$ cat config.mk
export PLATFORM = sky130hd
export DESIGN_NAME = xsed_outq
export DESIGN_NICKNAME = d
export VERILOG_FILES = /design/src/hdl/xref_stream_entry_decoder_core_macros.svh /design/src/hdl/xsed_pkg.sv /design/src/hdl/xsed_outq.sv
export SDC_FILE = /design/constraint.sdc
export NUM_CORES = 1
export LEC_CHECK = 0
export ABC_AREA = 1
export BUFFER_PORTS_ARGS = -buffer_cell sky130_fd_sc_hd__clkbuf_2
export CORE_MARGIN = 2
export CORE_UTILIZATION = 38
export CTS_CLUSTER_DIAMETER = 30
export CTS_CLUSTER_SIZE = 10
export DETAILED_ROUTE_END_ITERATION = 8
export PLACE_DENSITY_LB_ADDON = 0.08
export SLEW_MARGIN = 5
export SYNTH_ARGS = -nofsm -noshare
export SYNTH_HDL_FRONTEND = slang
export SYNTH_SLANG_ARGS = --single-unit
$ cat constraint.sdc
create_clock -name clk -period 22.2 [get_ports clk]
set_input_delay 3.33 -clock clk [delete_from_list [all_inputs] [get_ports clk]]
set_output_delay 3.33 -clock clk [all_outputs]
set_load 0.01 [all_outputs]
$ cat src/hdl/xref_stream_entry_decoder_core_macros.svh
// Assertion macros for the cross-reference stream entry decoder.
// Define NO_ASSERTIONS to compile every check away.
`ifndef XREF_STREAM_ENTRY_DECODER_CORE_MACROS_SVH
`define XREF_STREAM_ENTRY_DECODER_CORE_MACROS_SVH
`ifndef NO_ASSERTIONS
// Checked outside reset only.
`define XSED_ASSERT(label, prop) \
	label: assert property (@(posedge clk) disable iff (!arst_n) prop) \
		else $error("xsed check failed");
// Checked at every edge, reset included.
`define XSED_ASSERT_ALWAYS(label, prop) \
	label: assert property (@(posedge clk) prop) else $error("xsed check failed");
`else
`define XSED_ASSERT(label, prop)
`define XSED_ASSERT_ALWAYS(label, prop)
`endif
`endif

$ cat src/hdl/xsed_pkg.sv
// Shared types, constants and helpers of the cross-reference stream entry decoder.
// No dependencies.
`timescale 1ns / 1ps
package xsed_pkg;
	localparam int TABLE_DEPTH = 4096;
	localparam int IDX_W = $clog2(TABLE_DEPTH);
	localparam int MAX_FIELD_BYTES = 8;
	localparam int OUTQ_DEPTH = 3;
	localparam int OUTQ_PTR_W = $clog2(OUTQ_DEPTH);
	localparam int OUTQ_CNT_W = $clog2(OUTQ_DEPTH + 1);

	localparam logic OP_SECTION = 1'b0;
	localparam logic OP_BYTE = 1'b1;

	localparam logic [1:0] REG_TYPE_WIDTH = 2'd0;
	localparam logic [1:0] REG_LOCATION_WIDTH = 2'd1;
	localparam logic [1:0] REG_THIRD_WIDTH = 2'd2;

	typedef enum logic [1:0] {
		KIND_FREE = 2'd0,
		KIND_IN_USE = 2'd1,
		KIND_COMPRESSED = 2'd2
	} kind_t;

	typedef struct packed {
		logic [3:0] type_width;
		logic [3:0] location_width;
		logic [3:0] third_width;
	} widths_t;

	typedef struct packed {
		logic [30:0] object_number;
		kind_t entry_kind;
		logic [63:0] location;
		logic [31:0] gen_or_index;
		logic beyond_table;
	} entry_t;

	typedef struct packed {
		logic clearing;
		logic s1_valid;
	} seen_status_t;

	typedef struct packed {
		logic [OUTQ_CNT_W-1:0] count;
		logic full;
	} outq_status_t;

	// Clamp a register width to the widest field supported.
	function automatic logic [3:0] eff_width(input logic [3:0] w);
		eff_width = (w > 4'(MAX_FIELD_BYTES)) ? 4'(MAX_FIELD_BYTES) : w;
	endfunction
endpackage

$ cat src/hdl/xsed_outq.sv
// Output queue: small circular buffer between the bitmap stage and the result channel.
// Depends on xsed_pkg.
`timescale 1ns / 1ps
module xsed_outq (
	input  logic                clk,
	input  logic                arst_n,
	input  logic                push,
	input  xsed_pkg::entry_t    push_entry,
	input  logic                pop_ready,
	output logic                head_valid,
	output xsed_pkg::entry_t    head,
	output xsed_pkg::outq_status_t status
);
	import xsed_pkg::*;

	entry_t                q_mem [OUTQ_DEPTH];
	logic [OUTQ_PTR_W-1:0] wr_ptr_q, rd_ptr_q;
	logic [OUTQ_CNT_W-1:0] cnt_q;
	logic                  pop;

	function automatic logic [OUTQ_PTR_W-1:0] ptr_inc(input logic [OUTQ_PTR_W-1:0] p);
		ptr_inc = (p == OUTQ_PTR_W'(OUTQ_DEPTH - 1)) ? '0 : p + OUTQ_PTR_W'(1);
	endfunction

	assign head_valid = (cnt_q != '0);
	assign head = q_mem[rd_ptr_q];
	assign pop = head_valid && pop_ready;
	assign status.count = cnt_q;
	assign status.full = (cnt_q == OUTQ_CNT_W'(OUTQ_DEPTH));

	always_ff @(posedge clk) begin
		if (push) begin
			q_mem[wr_ptr_q] <= push_entry;
		end
	end

	always_ff @(posedge clk or negedge arst_n) begin
		if (!arst_n) begin
			wr_ptr_q <= '0;
			rd_ptr_q <= '0;
			cnt_q <= '0;
		end else begin
			if (push) begin
				wr_ptr_q <= ptr_inc(wr_ptr_q);
			end
			if (pop) begin
				rd_ptr_q <= ptr_inc(rd_ptr_q);
			end
			case ({push, pop})
				2'b10:   cnt_q <= cnt_q + OUTQ_CNT_W'(1);
				2'b01:   cnt_q <= cnt_q - OUTQ_CNT_W'(1);
				default: cnt_q <= cnt_q;
			endcase
		end
	end
endmodule

# Yosys cells after proc, flatten, opt, wreduce, memory -nomap -nowiden
# Memory sizes are Yosys's and may differ from the RTL's.
# Index checks and enable logic that the tools add are counted.
# op_classes
muxes	5
reduce_logical	3
eq_ne	5
add_sub_neg	4
# op_table
cell	count
$eq 2x2->1 const B	4
$add 2x1->2 const B	3
$mux 2	2
$pmux 2 s2	1
$reduce_bool 2->1	2
$eq 2x1->1 const B	1
$mux 1	2
$sub 2x1->2 const B	1
$logic_and 1x1->1	1
# word_totals
ramBits	390
output_inout_bits	134
register_bits	6
mem_count	1
word_cells	21
in_bits	134
# memory_table
memory	words	word_bits	read_ports	rd_ports_with_merged_regs	write_ports	line	text
q_mem	3	130	1	0	1	xsed_outq.sv:16	entry_t q_mem [OUTQ_DEPTH];

# Longest topological paths before layout
# logic_depth
word_depth	4
depth_mapped	10

# Least setup slack after synthesis
# OpenSTA, ideal clock, no wires.
# synth_path
path_type	input -> register
start	input port push
end	memory q_mem[2][0] (netlist name) (enable)
required_time_ps	21422
setup_slack_ps	9310
path_buffers	0
arrival_time_ps	12112
path_stages	2
cell_sequence	inv_1 -> nor3_1
# synth_between
elab_chain_cells	2
# synth_rtl
element	line	text
from (decl)	xsed_outq.sv:7	input logic push,
$mux 1	xsed_outq.sv:32	if (push) begin
$mux 1 (implied by the code)	xsed_outq.sv:33	q_mem[wr_ptr_q] <= push_entry;
to (decl)	xsed_outq.sv:16	
# Every way passes these cells.

==> run_results.csv <==
group,metric,value,unit
clock_tree,cts_made_buffers,87,
power,swShare,31.7,%
critical_path,path_buf_inv,3,
clock_tree,htreeDepth,3,
critical_path,path_common_cell,"buf_4",
logic_synthesis,syn_nets,1130,
timing,hold_viol,0,
global_route,grt_use_total,17.2,%
logic_synthesis,synthTopCellsByArea,"edfxtp_1 82%, nand2_1 11%, nand3_1 4.6%, dfrtp_1 1.0%, buf_2 0.91%",
global_route,grt_pass1_wl,50.6,mm
timing,fin_setup_tns,0,ns
critical_path,path_class,"reg -> out",
detailed_routing,viasPerCell,4.58,
detailed_routing,routed_wirelength,33.6,mm
detailed_routing,first_pass_iters,6,
detailed_routing,vias,8724,
finish,post_route_cells_drive_above_1_share,29.9,%
clock_tree,cts_tree,"done",
logic_synthesis,synth_largest_area_cell,"edfxtp_1",
clock_tree,path_clk_slew,0.04,ns
timing,rsz0062_at_grt,"no",
critical_path,crit_slowest_cell,"nor2_4",
timing,worstMarginPinSlew,1.07,ns
critical_path,cp-start-kind,"flip-flop",
floorplanning,design.core.area,37400,µm²
detailed_routing,wl_per_cell,17.7,µm
critical_path,crit_fanout,50,
hold_path,worstHoldStart,"cnt_q[1]",
logic_synthesis,yosysMostFrequentCell,"nand2_1",
logic_synthesis,synth_common_cells,"403 x nand2_1, 390 x edfxtp_1, 133 x nand3_1",
power,p_clk_share,41.3,%
clock_tree,clock-sinks,396,
placed_design,globalplace.congestion,0.699,
timing,holdWs,0.545,ns
timing,max_slew_margin,28.9,%
clock_tree,cts_hold_buf,0,
power,powerDensity,157,nW/µm²
floorplanning,die_y,198,µm
floorplanning,dieArea,39400,µm²
logic_synthesis,syn_inst,995,
floorplanning,num_rows,71,
logic_synthesis,synth.top_cell.area_share,81.5,%
global_route,antenna_found_initial,8,
critical_path,regToRegSetupSlack,19.67,ns
power,vdd.ir_drop.worst,0.0898,mV
power,seqPwrFrac,33.0,%
global_route,grt_pass1_vias,8819,
critical_path,startpoint,"rd_ptr_q[1]",
critical_path,cp_top_family,"buffers and inverters",
timing,max_freq,146,MHz
placed_design,portBuffers,267,
timing,post-route-period-util,30.9,%
logic_synthesis,synth-seq-cells,396,
timing,drv_slew,0,
logic_synthesis,synth.yosys.seq_area_share,82.6,%
logic_synthesis,yosys_most_used_dff,"edfxtp_1",
logic_synthesis,syn_avg_cell_area,14.4,µm²
power,switchingPower,955,µW
global_route,gr-total-overflow,0,
clock_tree,clk_latency,0.59,ns
critical_path,rr_startpoint,"wr_ptr_q[1]",
detailed_routing,postRouteAntennaNets,0,
floorplanning,pin_count,268,
critical_path,slowest_delay,0.73,ns
timing,setup_violations,0,
timing,skew,0.0159,ns
clock_tree,postCtsSetupBuffers,0,
power,p_leak,7.50,nW
run_status,status,"completed",
critical_path,crit_path_end_kind,"primary output",
floorplanning,die_x,198,µm
clock_tree,clockBufferDepth,3,
logic_synthesis,ys_warn_count,0,
placed_design,hpwl,19.1,mm
power,p_int,2.06,mW
logic_synthesis,synth-edff-count,390,
finish,nets,1453,
flow_run,cap_violations,0,
clock_tree,ctsResizeCount,0,
clock_tree,cts-root-buf,"clkbuf_16",
global_route,grt_max_degree,80,
critical_path,crit_arrival,3.52,ns
logic_synthesis,syn-cell-area,14400,µm²
timing,min_period,6.85,ns
detailed_routing,drc,0,
finish,areaGrowthSynthToFinish,33.2,%
logic_synthesis,async_reset_ff_share,1.52,%
hold_path,hp-class,"reg -> reg",
floorplanning,start_util,38.4,%
power,combPwrFrac,25.7,%
critical_path,crit_path_cell_trace,"nor2_4 -> buf_4 -> buf_4 -> nand2_1 -> nand3_1 -> clkbuf_2",
detailed_routing,drtIter0Drc,289,
critical_path,cp.required,18.87,ns
logic_synthesis,yosysUniqueCellTypes,15,
[kinds of logic (layout without fill, tap and decap cells)]
family | count (synthesis) | count (layout) | synth area share (%)
AOI/OAI and AO/OA | 2 | 2 | 0.0697
other | 0 | 4 | 0
buffers and inverters | 55 | 449 | 1.79
and+or+nand+nor | 540 | 540 | 15.4
DFF | 396 | 396 | 82.6
adders and majority gates | 1 | 1 | 0.0871
xor gates and xnor gates | 1 | 1 | 0.0610
[tightest hold or removal path, delay by kind of cell, from the launching register on]
family           cells  cell delay (ns)
flip-flops           1             0.39
AND/OR/NAND/NOR      2             0.12
[layer usage]
layer / track usage, % / up-vias / share of wire, %
met1: 20.6 / 4217 / 42
met4: 6.99 / 8 / 2.4
li1: - / 4202 / -
met2: 27.4 / 234 / 47
met3: 7.54 / 63 / 8.8
met5: 0 / - / 0.16
[through the flow]
stage | setup slack [ns] | util (%) | area, µm² | cells | total power, mW
global placement | 15.78 | 43.4 | 16200 | 1740 | 1.81
CTS | 15.20 | 51.1 | 19100 | 1900 | 3.07
finish | 15.35 | 51.2 | 19100 | 1904 | 3.01
floorplan | 9.31 | - | 14400 | 995 | 1.46
detailed placement | 15.80 | 43.4 | 16200 | 1740 | 1.81
global route | 15.01 | 51.1 | 19100 | 1902 | 3.18
[layout by cell type, fill, tap and decap left out]
| cell type | n |
|---|---|
| nor3_2 | 1 |
| clkinv_2 | 18 |
| inv_2 | 1 |
| clkbuf_16 | 88 |
| diode_2 | 4 |
| o21ai_0 | 2 |
| dfrtp_1 | 5 |
| xnor2_1 | 1 |
| nand2_1 | 403 |
| inv_6 | 4 |
| bufinv_16 | 12 |
| clkbuf_2 | 267 |
| clkinvlp_4 | 5 |
| clkbuf_1 | 14 |
| nand3_1 | 133 |
| dfrtp_4 | 1 |
| nor2_4 | 2 |
| clkinv_8 | 3 |
| clkinv_1 | 15 |
| nand4_1 | 1 |
| clkinv_4 | 2 |
| ha_1 | 1 |
| edfxtp_1 | 390 |
| inv_1 | 9 |
| buf_4 | 10 |
| inv_16 | 1 |
[power groups by stage]
stage / combinational (mW) / clock, mW / sequential, mW
4_1_cts: 0.804 / 1.27 / 0.993
3_3_place_gp: 0.804 / 0 / 1.00
6_report: 0.774 / 1.24 / 0.993
5_1_grt: 0.868 / 1.31 / 1.00
3_5_place_dp: 0.804 / 0 / 1.01
2_1_floorplan: 0.444 / 0 / 1.02
[state kept, by name, summed over array words and instances, names as in the netlist]
signal,cells
cnt_q,2
q_mem,390
rd_ptr_q,2
wr_ptr_q,2
[cell type report]
cell class	count	area, µm²
fill	3287	18300
multi-input combinational	544	2250
inverter	12	55.1
tap	511	639
clock inverter	58	648
sequential	396	11900
clock buffer	102	2250
timing repair buffer	277	1410
antenna	4	10.0
[path summary, 6_finish.rpt]
path / to / cells past startpoint
max in group asynchronous: rd_ptr_q[1] / 1
worst max-delay path: head[6] / 6
worst min-delay path: cnt_q[1] / 2
worst max register to register: q_mem[0][53] / 4
min in group asynchronous: wr_ptr_q[1] / 1
worst min register to register: cnt_q[1] / 2
Note: power is estimated with default switching activity, not from simulation.
