[config.mk]
export PLATFORM = sky130hd
export DESIGN_NAME = xsed_asm
export DESIGN_NICKNAME = d
export VERILOG_FILES = /design/src/hdl/xref_stream_entry_decoder_core_macros.svh /design/src/hdl/xsed_pkg.sv /design/src/hdl/xsed_asm.sv
export SDC_FILE = /design/constraint.sdc
export NUM_CORES = 1
export LEC_CHECK = 0
export ABC_AREA = 1
export BUFFER_PORTS_ARGS = -buffer_cell sky130_fd_sc_hd__buf_2
export CORE_MARGIN = 10
export CORE_UTILIZATION = 63
export DETAILED_ROUTE_END_ITERATION = 16
export PLACE_DENSITY = 0.91
export SLEW_MARGIN = 20
export SYNTH_ARGS = -nofsm -noshare
export SYNTH_HDL_FRONTEND = slang
export SYNTH_SLANG_ARGS = --single-unit
[constraint.sdc]
create_clock -name clk -period 5.4 [get_ports clk]
set_input_delay 0.27 -clock clk [delete_from_list [all_inputs] [get_ports clk]]
set_output_delay 0.27 -clock clk [all_outputs]
set_load 0.01 [all_outputs]
[src/hdl/xref_stream_entry_decoder_core_macros.svh]
// Assertion macros for the cross-reference stream entry decoder.
// Define NO_ASSERTIONS to compile every check away.
`ifndef XREF_STREAM_ENTRY_DECODER_CORE_MACROS_SVH
`define XREF_STREAM_ENTRY_DECODER_CORE_MACROS_SVH
`ifndef NO_ASSERTIONS
// Checked outside reset only.
`define XSED_ASSERT(label, prop) \
	label: assert property (@(posedge clk) disable iff (!arst_n) prop) \
		else $error("xsed check failed");
// Checked at every edge, reset included.
`define XSED_ASSERT_ALWAYS(label, prop) \
	label: assert property (@(posedge clk) prop) else $error("xsed check failed");
`else
`define XSED_ASSERT(label, prop)
`define XSED_ASSERT_ALWAYS(label, prop)
`endif
`endif

[src/hdl/xsed_pkg.sv]
// Shared types, constants and helpers of the cross-reference stream entry decoder.
// No dependencies.
`timescale 1ns / 1ps
package xsed_pkg;
	localparam int TABLE_DEPTH = 4096;
	localparam int IDX_W = $clog2(TABLE_DEPTH);
	localparam int MAX_FIELD_BYTES = 8;
	localparam int OUTQ_DEPTH = 3;
	localparam int OUTQ_PTR_W = $clog2(OUTQ_DEPTH);
	localparam int OUTQ_CNT_W = $clog2(OUTQ_DEPTH + 1);

	localparam logic OP_SECTION = 1'b0;
	localparam logic OP_BYTE = 1'b1;

	localparam logic [1:0] REG_TYPE_WIDTH = 2'd0;
	localparam logic [1:0] REG_LOCATION_WIDTH = 2'd1;
	localparam logic [1:0] REG_THIRD_WIDTH = 2'd2;

	typedef enum logic [1:0] {
		KIND_FREE = 2'd0,
		KIND_IN_USE = 2'd1,
		KIND_COMPRESSED = 2'd2
	} kind_t;

	typedef struct packed {
		logic [3:0] type_width;
		logic [3:0] location_width;
		logic [3:0] third_width;
	} widths_t;

	typedef struct packed {
		logic [30:0] object_number;
		kind_t entry_kind;
		logic [63:0] location;
		logic [31:0] gen_or_index;
		logic beyond_table;
	} entry_t;

	typedef struct packed {
		logic clearing;
		logic s1_valid;
	} seen_status_t;

	typedef struct packed {
		logic [OUTQ_CNT_W-1:0] count;
		logic full;
	} outq_status_t;

	// Clamp a register width to the widest field supported.
	function automatic logic [3:0] eff_width(input logic [3:0] w);
		eff_width = (w > 4'(MAX_FIELD_BYTES)) ? 4'(MAX_FIELD_BYTES) : w;
	endfunction
endpackage

[src/hdl/xsed_asm.sv]
// Entry assembler: section tracking, big-endian field accumulation, classification.
// Depends on xsed_pkg.
`timescale 1ns / 1ps
module xsed_asm (
	input  logic                clk,
	input  logic                arst_n,
	input  xsed_pkg::widths_t   widths,
	input  logic                in_valid,
	input  logic                opcode,
	input  logic [30:0]         section_first,
	input  logic [30:0]         section_count,
	input  logic [7:0]          data_byte,
	output logic                ent_valid,
	output xsed_pkg::entry_t    ent,
	output logic [xsed_pkg::IDX_W-1:0] ent_addr
);
	import xsed_pkg::*;

	logic [63:0] type_q, loc_q, third_q;
	logic [4:0]  bie_q;
	logic [30:0] next_obj_q, left_q;

	logic [3:0]  tw, lw, gw;
	logic [4:0]  size, bie_n;
	logic        byte_ok, done;
	logic [63:0] type_n, loc_n, third_n, type_v, third_v;

	always_comb begin
		tw = eff_width(widths.type_width);
		lw = eff_width(widths.location_width);
		gw = eff_width(widths.third_width);
		size = 5'(tw) + 5'(lw) + 5'(gw);
		byte_ok = in_valid && (opcode == OP_BYTE) && (left_q != 31'd0) && (size != 5'd0);
		type_n = type_q;
		loc_n = loc_q;
		third_n = third_q;
		if (bie_q < 5'(tw)) begin
			type_n = {type_q[55:0], data_byte};
		end else if (bie_q < 5'(tw) + 5'(lw)) begin
			loc_n = {loc_q[55:0], data_byte};
		end else if (bie_q < size) begin
			third_n = {third_q[55:0], data_byte};
		end
		bie_n = bie_q + 5'd1;
		done = byte_ok && (bie_n >= size);
		type_v = (tw != 4'd0) ? type_n : 64'd1;
		third_v = (gw != 4'd0) ? third_n : 64'd0;
	end

	always_comb begin
		ent.object_number = next_obj_q;
		ent.entry_kind = KIND_FREE;
		ent.location = 64'd0;
		ent.gen_or_index = 32'd0;
		ent.beyond_table = (next_obj_q >= 31'(TABLE_DEPTH));
		if (type_v == 64'd1) begin
			ent.entry_kind = KIND_IN_USE;
			ent.location = loc_n;
			ent.gen_or_index = third_v[31:0];
		end else if (type_v == 64'd2) begin
			ent.entry_kind = KIND_COMPRESSED;
			ent.location = {32'd0, loc_n[31:0]};
			ent.gen_or_index = third_v[31:0];
		end
	end

	assign ent_valid = done;
	assign ent_addr = next_obj_q[IDX_W-1:0];

	always_ff @(posedge clk or negedge arst_n) begin
		if (!arst_n) begin
			type_q <= 64'd0;
			loc_q <= 64'd0;
			third_q <= 64'd0;
			bie_q <= 5'd0;
			next_obj_q <= 31'd0;
			left_q <= 31'd0;
		end else if (in_valid && (opcode == OP_SECTION)) begin
			// New section: drop any partial entry.
			next_obj_q <= section_first;
			left_q <= section_count;
			type_q <= 64'd0;
			loc_q <= 64'd0;
			third_q <= 64'd0;
			bie_q <= 5'd0;
		end else if (done) begin
			next_obj_q <= next_obj_q + 31'd1;
			left_q <= left_q - 31'd1;
			type_q <= 64'd0;
			loc_q <= 64'd0;
			third_q <= 64'd0;
			bie_q <= 5'd0;
		end else if (byte_ok) begin
			type_q <= type_n;
			loc_q <= loc_n;
			third_q <= third_n;
			bie_q <= bie_n;
		end
	end
endmodule

Yosys cells after proc, flatten, opt, wreduce, memory -nomap -nowiden:

Index checks and enable logic that the tools add are counted.
Widths: inputs -> output; s select.

* flip-flop bits (word level): 259
* word-level logic and storage cells: 62

* add/subtract/negate cells: 5
* order comparisons: 8
* equality and inequality tests: 2
* multiplexer cells: 29
* bitwise gates (word level): 1
* reductions and logical operators: 11

Operators with widths (count)
* $mux 64: 16
* $mux 98: 2
* $mux 31: 4
* $eq 64x1->1 const B: 1
* $eq 64x2->1 const B: 1
* $mux 32: 1
* $add 31x1->31 const B: 1
* $ge 31x13->1 const B: 1
* $reduce_bool 31->1: 1
* $sub 31x1->31 const B: 1
* $mux 5: 3
* $gt 4x4->1 const B: 3
* $mux 4: 3
* $lt 5x5->1: 2
* $reduce_bool 4->1: 2
* $add 4x4->5: 1
* $add 5x1->5 const B: 1
* $add 5x4->5: 1
* $ge 5x5->1: 1
* $logic_and 1x1->1: 5
* $lt 5x4->1: 1
* $reduce_bool 5->1: 1
* $reduce_bool 3->1: 1
* $reduce_bool 2->1: 1
* $not 1->1: 1

Longest topological paths before layout:

Gate-level depths: netlist of run 1.

* depth in word-level cells: 11
* mapped depth: 24
* gate-level depth less buffers: 23

Least setup slack after synthesis of run 1:

No wires, ideal clock.

* kind: in2out
* start point: in widths[8] in the netlist's numbering
* end point: out ent[10] in the netlist's numbering
* arrival time: 3.256 ns
* required time: 5.130 ns
* path slack: 1.874 ns
* cell stages on the path: 20
* path buffers: 1
* cells stage by stage: inv_1 -> nor2_1 -> ha_1 -> fa_1 -> fa_1 -> xor2_1 -> inv_1 -> ha_1 -> nand3b_1 -> nand3_1 -> nand2_1 -> nand2_1 -> nand3_1 -> nand2_1 -> clkbuf_1 -> nand2_1 -> nand2_1 -> nor2_1 -> nand3_1 -> nand2_1

RTL lines
* from (decl): RTL line xsed_asm.sv:7 `input xsed_pkg::widths_t widths,`
* to (decl): RTL line xsed_asm.sv:14 `output xsed_pkg::entry_t ent,`

==> results.cfg, run 1 <==
[status]
outcome = finished, final reports clean

[die]
die_w_um = 178
dieArea_mm2 = 0.0316
die_y_um = 178
io_pins = 229
std_cell_rows = 57
core_mm2 = 0.0244
start_util_pct = 64.2

[global_routing]
antenna_found_initial = 2
grt_overflow = 0
grt_util_all_layers_pct = 28.6
grt_pass1_wl_um = 76300
grt_max_degree = 164
grt_pass1_vias = 15940

[placed_design]
port_buffers = 228
gp_routability_congestion = 0.924
post-place-cells = 2764
dp_hpwl_um = 31200

[synthesis]
synth_compound_area_share_pct = 9.96
synthTopCellsByCount = nand2_1 (723), nand3_1 (320), nor2_1 (237), o21ai_0 (234), dfrtp_1 (227)
synth_seq_cells = 227
synth_fp_nets = 2463
seq_area_frac_synth_pct = 36.3
synth_xor_area_share_pct = 2.35
netlist_area_mm2 = 0.0157
netlist_instances = 2349
synthAdderAreaFrac_pct = 2.33
synth_area_leaders = dfrtp_1 (36%), nand2_1 (17%), nand3_1 (10%), o21ai_0 (7.5%), nor2_1 (5.7%)
ys.warnings.count = 0
synth_simple_gate_area_share_pct = 35.4
synthArstFlopShare_pct = 100
synth_top_family_by_area = simple AND/OR/NAND/NOR gates
ys.flop_type = dfrtp_1
postSynthAreaPerCell_um2 = 6.66
synth.top_cell.area_share_pct = 36.3
synth_edf_count = 0
synth_top_area_cell = dfrtp_1
synth.most_common_cell = nand2_1
ys_types = 40
muxShareOfSynthArea_pct = 3.01

[critical_path]
slowest_stage = buf_4
slowest_delay_ns = 0.51
crit_fanout = 64
crit_path_end_kind = output pin
path_common_cell = nand2_1
cp-start-kind = register
r2r_cells = 9
crit_type = reg -> out
crit_chain = ha_1, nand2_1, nor2_1, nor2_4, nand2_2, buf_4, nand2_1, nand3_1, nand2_1, inv_1, nand2_1, nor2_1, nand2_1, nor2_4, buf_4, nand3_1, nand2_1, buf_2
arrival_ns = 4.32
required_ns = 5.13

[run]
cap_viol_max_count = 0

[cts]
path_clk_slew_ns = 0.06
cts_root_buf = clkbuf_16
ctsHtreeMaxLevel = 1
cts_resized = 0
tritoncts = built
insertion_delay_ns = 0.53
clockBufferDepth = 3
cts_hold_buffers = 2
cts_sinks = 227
postCtsSetupBuffers = 0
cts_buffers = 27

[timing]
finalSetupViolCount = 0
clock.fmax_mhz = 218
rsz0062_at_grt = false
final.setup.tns_ns = 0
hold_viol_final = 0
finalClockSkew_ns = 0.00963
worst_slew_pin_slew_ns = 1.04
drv_slew = 0
period_minus_slack_ns = 4.59
fin_crit_sh_pct = 85.0
whs_ns = 0.0295
relSlewSlack_pct = 30.4

[cells_and_area]
fillers = 1985
nNetsFinal = 2586
drive_above_1_share_pct = 13.5
syn_to_final_growth_pct = 12.3
final_core_util_pct = 72.1
layoutNonFillerInstCount = 2817

[worst_hold_path]
holdPathStages = 3
hold_path.class = in -> reg

[power]
power_density_mw_per_mm2 = 413
p_leak_nw = 9.34
ir_worst_vdd_mv = 0.307

[routing]
antenna_left = 0
drt-initial-drc-count = 1949
totalWireLength_um = 45800
num_vias = 16262
drcViolationCount = 0
post_drt_via_cell_ratio = 5.77
wl_per_cell_um = 16.3
firstDrtPassIters = 9
[kinds of logic (layout without fill, tap and decap cells)]
kind of cell               count (synthesis)  in the layout
xor gates and xnor gates                  42             42
adders and majority gates                 28             28
AOI/OAI and AO/OA                        299            299
DFF                                      227            227
muxes                                     44             44
other                                      0              1
and+or+nand+nor                         1337           1337
buffers and inverters                    372            515
[layout by cell type (no fill, tap or decap), types with 7 or more instances in the layout]
cell | Yosys | layout
nand2_1 | 723 | 719
nand3_1 | 320 | 319
nor2_1 | 237 | 234
o21ai_0 | 234 | 234
dfrtp_1 | 227 | 227
buf_2 | 50 | 227
inv_1 | 210 | 210
a21oi_1 | 31 | 31
xor2_1 | 31 | 31
clkbuf_16 | 0 | 27
ha_1 | 26 | 26
mux2_2 | 24 | 24
nor3_1 | 20 | 20
mux2i_1 | 20 | 20
buf_4 | 32 | 18
nand4_1 | 14 | 14
xnor2_1 | 11 | 11
o21a_1 | 8 | 8
clkbuf_1 | 63 | 7
[registers in the layout, summed over array words and instances, names as in the netlist]
signal      count
bie_q           5
left_q         31
loc_q          64
next_obj_q     31
third_q        32
type_q         64
[layer usage]
metal | global-route usage, % | vias up | wire (um)
met5 | 0 | - | 13
li1 | - | 7762 | -
met3 | 5.48 | 122 | 3800
met4 | 9.86 | 2 | 1240
met2 | 47.9 | 815 | 22200
met1 | 36.3 | 7561 | 18600
[cell type report]
cell class	count	area [um^2]	share of cell area, %
Clock buffer	39	771	4.38
Multi-Input combinational cell	1750	8380	47.7
Sequential cell	227	5680	32.3
Antenna cell	1	2.50	0.0142
Inverter	213	800	4.55
Timing Repair Buffer	253	1410	8.04
Tap cell	324	405	2.31
Clock inverter	10	133	0.754
[power breakdown]
group	leakage, nW	internal (mW)	switching [mW]	total (mW)
registers	3.02	2.17	0.438	2.61
clock network	0.448	1.13	0.725	1.86
logic	5.87	0.967	1.83	2.80
[through the flow]
step	setup WS, ns	area (um^2)	power (mW)
6_report	0.809	17600	7.26
3_3_place_gp	1.24	16600	5.23
5_1_grt	0.475	17600	7.81
3_5_place_dp	1.08	16600	5.34
2_1_floorplan	1.87	15700	4.61
4_1_cts	0.647	17500	7.23
[path summary, 6_finish.rpt]
path	from	endpoint	slack (ns)
worst max-delay path	bie_q[2]	ent[44]	0.81
worst min-delay path	section_first[25]	next_obj_q[25]	0.03
worst max register to register	bie_q[2]	loc_q[35]	1.87
worst min register to register	loc_q[60]	loc_q[60]	0.49
max in group asynchronous	arst_n	left_q[0]	3.63
min in group asynchronous	arst_n	type_q[14]	0.23
[critical path, delay by kind of cell (launching register included)]
kind / cells / cell delay [ns]
flops: 1 / 0.47
simple gates: 13 / 1.88
fa+ha+maj: 1 / 0.33
buf+inv: 4 / 1.03
Power figures use the tool's default switching activity.
==> run 2: changes to the inputs <==
==> constraint.sdc (replaced) <==
create_clock -name clk -period 5.4 [get_ports clk]
set_input_delay 0.27 -clock clk [delete_from_list [all_inputs] [get_ports clk]]
set_output_delay 0.27 -clock clk [all_outputs]
set_load 0.1 [all_outputs]
==> results.cfg, run 2 (synthesized netlist as in run 1, its figures left out) <==
[die]
dieArea_mm2 = 0.0316
die_w_um = 178
io_pins = 229
core_mm2 = 0.0244
std_cell_rows = 57
die_y_um = 178
start_util_pct = 64.2

[critical_path]
slowest_delay_ns = 0.54
required_ns = 5.13
crit_buf_inv = 4
crit_fanout = 129
crit_chain = ha_1, nand2_1, nor2_1, nor2_4, nand2_2, buf_12, nand2_1, nand2_1, nand2_1, nor2_1, nand2_1, nor2_1, nand2_1, nand2_4, buf_12, nand2_1, buf_4, nor2_1, buf_12
crit_type = reg -> out
path_common_cell = nand2_1
cp_top_family = simple AND/OR/NAND/NOR gates
slowest_stage = nand2_2
arrival_ns = 4.70
cp-start-kind = register
crit_path_end_kind = output pin

[cts]
ctsHtreeMaxLevel = 1
cts_buffers = 26
insertion_delay_ns = 0.53
cts_root_buf = clkbuf_16
path_clk_slew_ns = 0.06
cts_sinks = 227
tritoncts = built
clockBufferDepth = 3

[global_routing]
grt_overflow = 0
grt_max_degree = 164
antenna_found_initial = 3
grt_pass1_vias = 16431
grt_util_all_layers_pct = 30.2
grt_pass1_wl_um = 80600

[timing]
period_minus_slack_ns = 4.97
finalSetupViolCount = 0
fin_crit_sh_pct = 92.0
final.setup.tns_ns = 0
rsz0062_at_grt = false
finalClockSkew_ns = 0.0146
worst_slew_pin_slew_ns = 1.14
hold_viol_final = 0
relSlewSlack_pct = 24.0
clock.fmax_mhz = 201
drv_slew = 0

[status]
outcome = finished, final reports clean

[routing]
drt-initial-drc-count = 2322
wl_per_cell_um = 17.3
num_vias = 16887
post_drt_via_cell_ratio = 6.00
antenna_left = 0
firstDrtPassIters = 7
drcViolationCount = 0
totalWireLength_um = 48700

[placed_design]
post-place-cells = 2763
gp_routability_congestion = 0.988
port_buffers = 228
dp_hpwl_um = 32600

[worst_hold_path]
hold_path.class = in -> reg

[cells_and_area]
nNetsFinal = 2583
final_cell_mix = nand2_1 (720), nand3_1 (320), nor2_1 (234), o21ai_0 (234), dfrtp_1 (227)
syn_to_final_growth_pct = 21.5
layoutNonFillerInstCount = 2814
reg_top3 = loc_q (64), type_q (64), third_q (32)
drive_above_1_share_pct = 13.4
layout_commonest_cell = nand2_1

[power]
power_density_mw_per_mm2 = 433
ir_worst_vdd_mv = 0.604
p_leak_nw = 9.56

[run]
cap_viol_max_count = 0
==> run 2: cell types whose count changed in the layout (fill, tap and decap cells not counted), moves of 2 or more <==
cell / change
buf_2: -97
buf_12: +99
clkbuf_1: -3
buf_4: -3
clkinv_2: +2
clkinvlp_4: +3
==> run 2: repair_timing <==
| action | 4_1_cts | 5_1_grt |
|---|---|---|
| resized for setup | 0 | 0 |
| buffers inserted | 0 | 0 |
| endpoints found under the hold margin | 128 | 0 |
| hold buffers | 2 | 0 |
==> run 2: worst min-delay path, cell delays in order <==
cell and delay [ns]:
buf_2 0.07, nand2_1 0.04, nand2_1 0.05, nand2_1 0.05, nand2_1 0.04
==> run 2: through the flow <==
step	setup slack [ns]	total power, mW	instance area, um^2	utilization (%)	hold WS [ns]
after detailed placement	1.03	6.28	18100	74.2	0.458
after global placement	1.19	6.12	18100	74.2	0.454
after global routing	0.155	8.75	19000	77.9	0.0358
after floorplan	0.828	5.52	15700	-	-0.0256
after CTS	0.558	8.17	19000	77.9	0.0223
final	0.431	8.24	19000	78.0	0.0261
==> run 2: final timing paths <==
check	from	endpoint	slack, ns	depth (start not counted)
setup / recovery	bie_q[2]	ent[67]	0.43	19
hold / removal	section_first[4]	next_obj_q[4]	0.03	5
setup reg to reg	bie_q[2]	loc_q[32]	1.92	8
hold reg to reg	type_q[28]	type_q[28]	0.49	2
max in group asynchronous	arst_n	loc_q[61]	3.81	3
min in group asynchronous	arst_n	type_q[12]	0.47	2
==> run 2: routing by layer <==
metal	part of all wire (%)	track usage, %	vias to the layer above
li1	-	-	7751
met1	37	35.9	7864
met2	49	52.4	1092
met3	10	7.10	176
met4	3.6	11.0	4
met5	0.041	0	-
==> run 2: power by group <==
part           leakage (nW)  switching [mW]  internal [mW]  total [mW]
logic                  6.10            2.81          0.968        3.78
registers              3.02           0.452           2.17        2.62
clock network         0.436           0.732           1.11        1.84
==> run 2: area by class of cell <==
type	instances	area, um^2
Clock buffer	35	746
Multi-Input combinational cell	1750	8370
Antenna cell	1	2.50
Inverter	213	800
Tap cell	324	405
Sequential cell	227	5680
Fill cell	1590	5380
Timing Repair Buffer	251	2860
Clock inverter	13	148
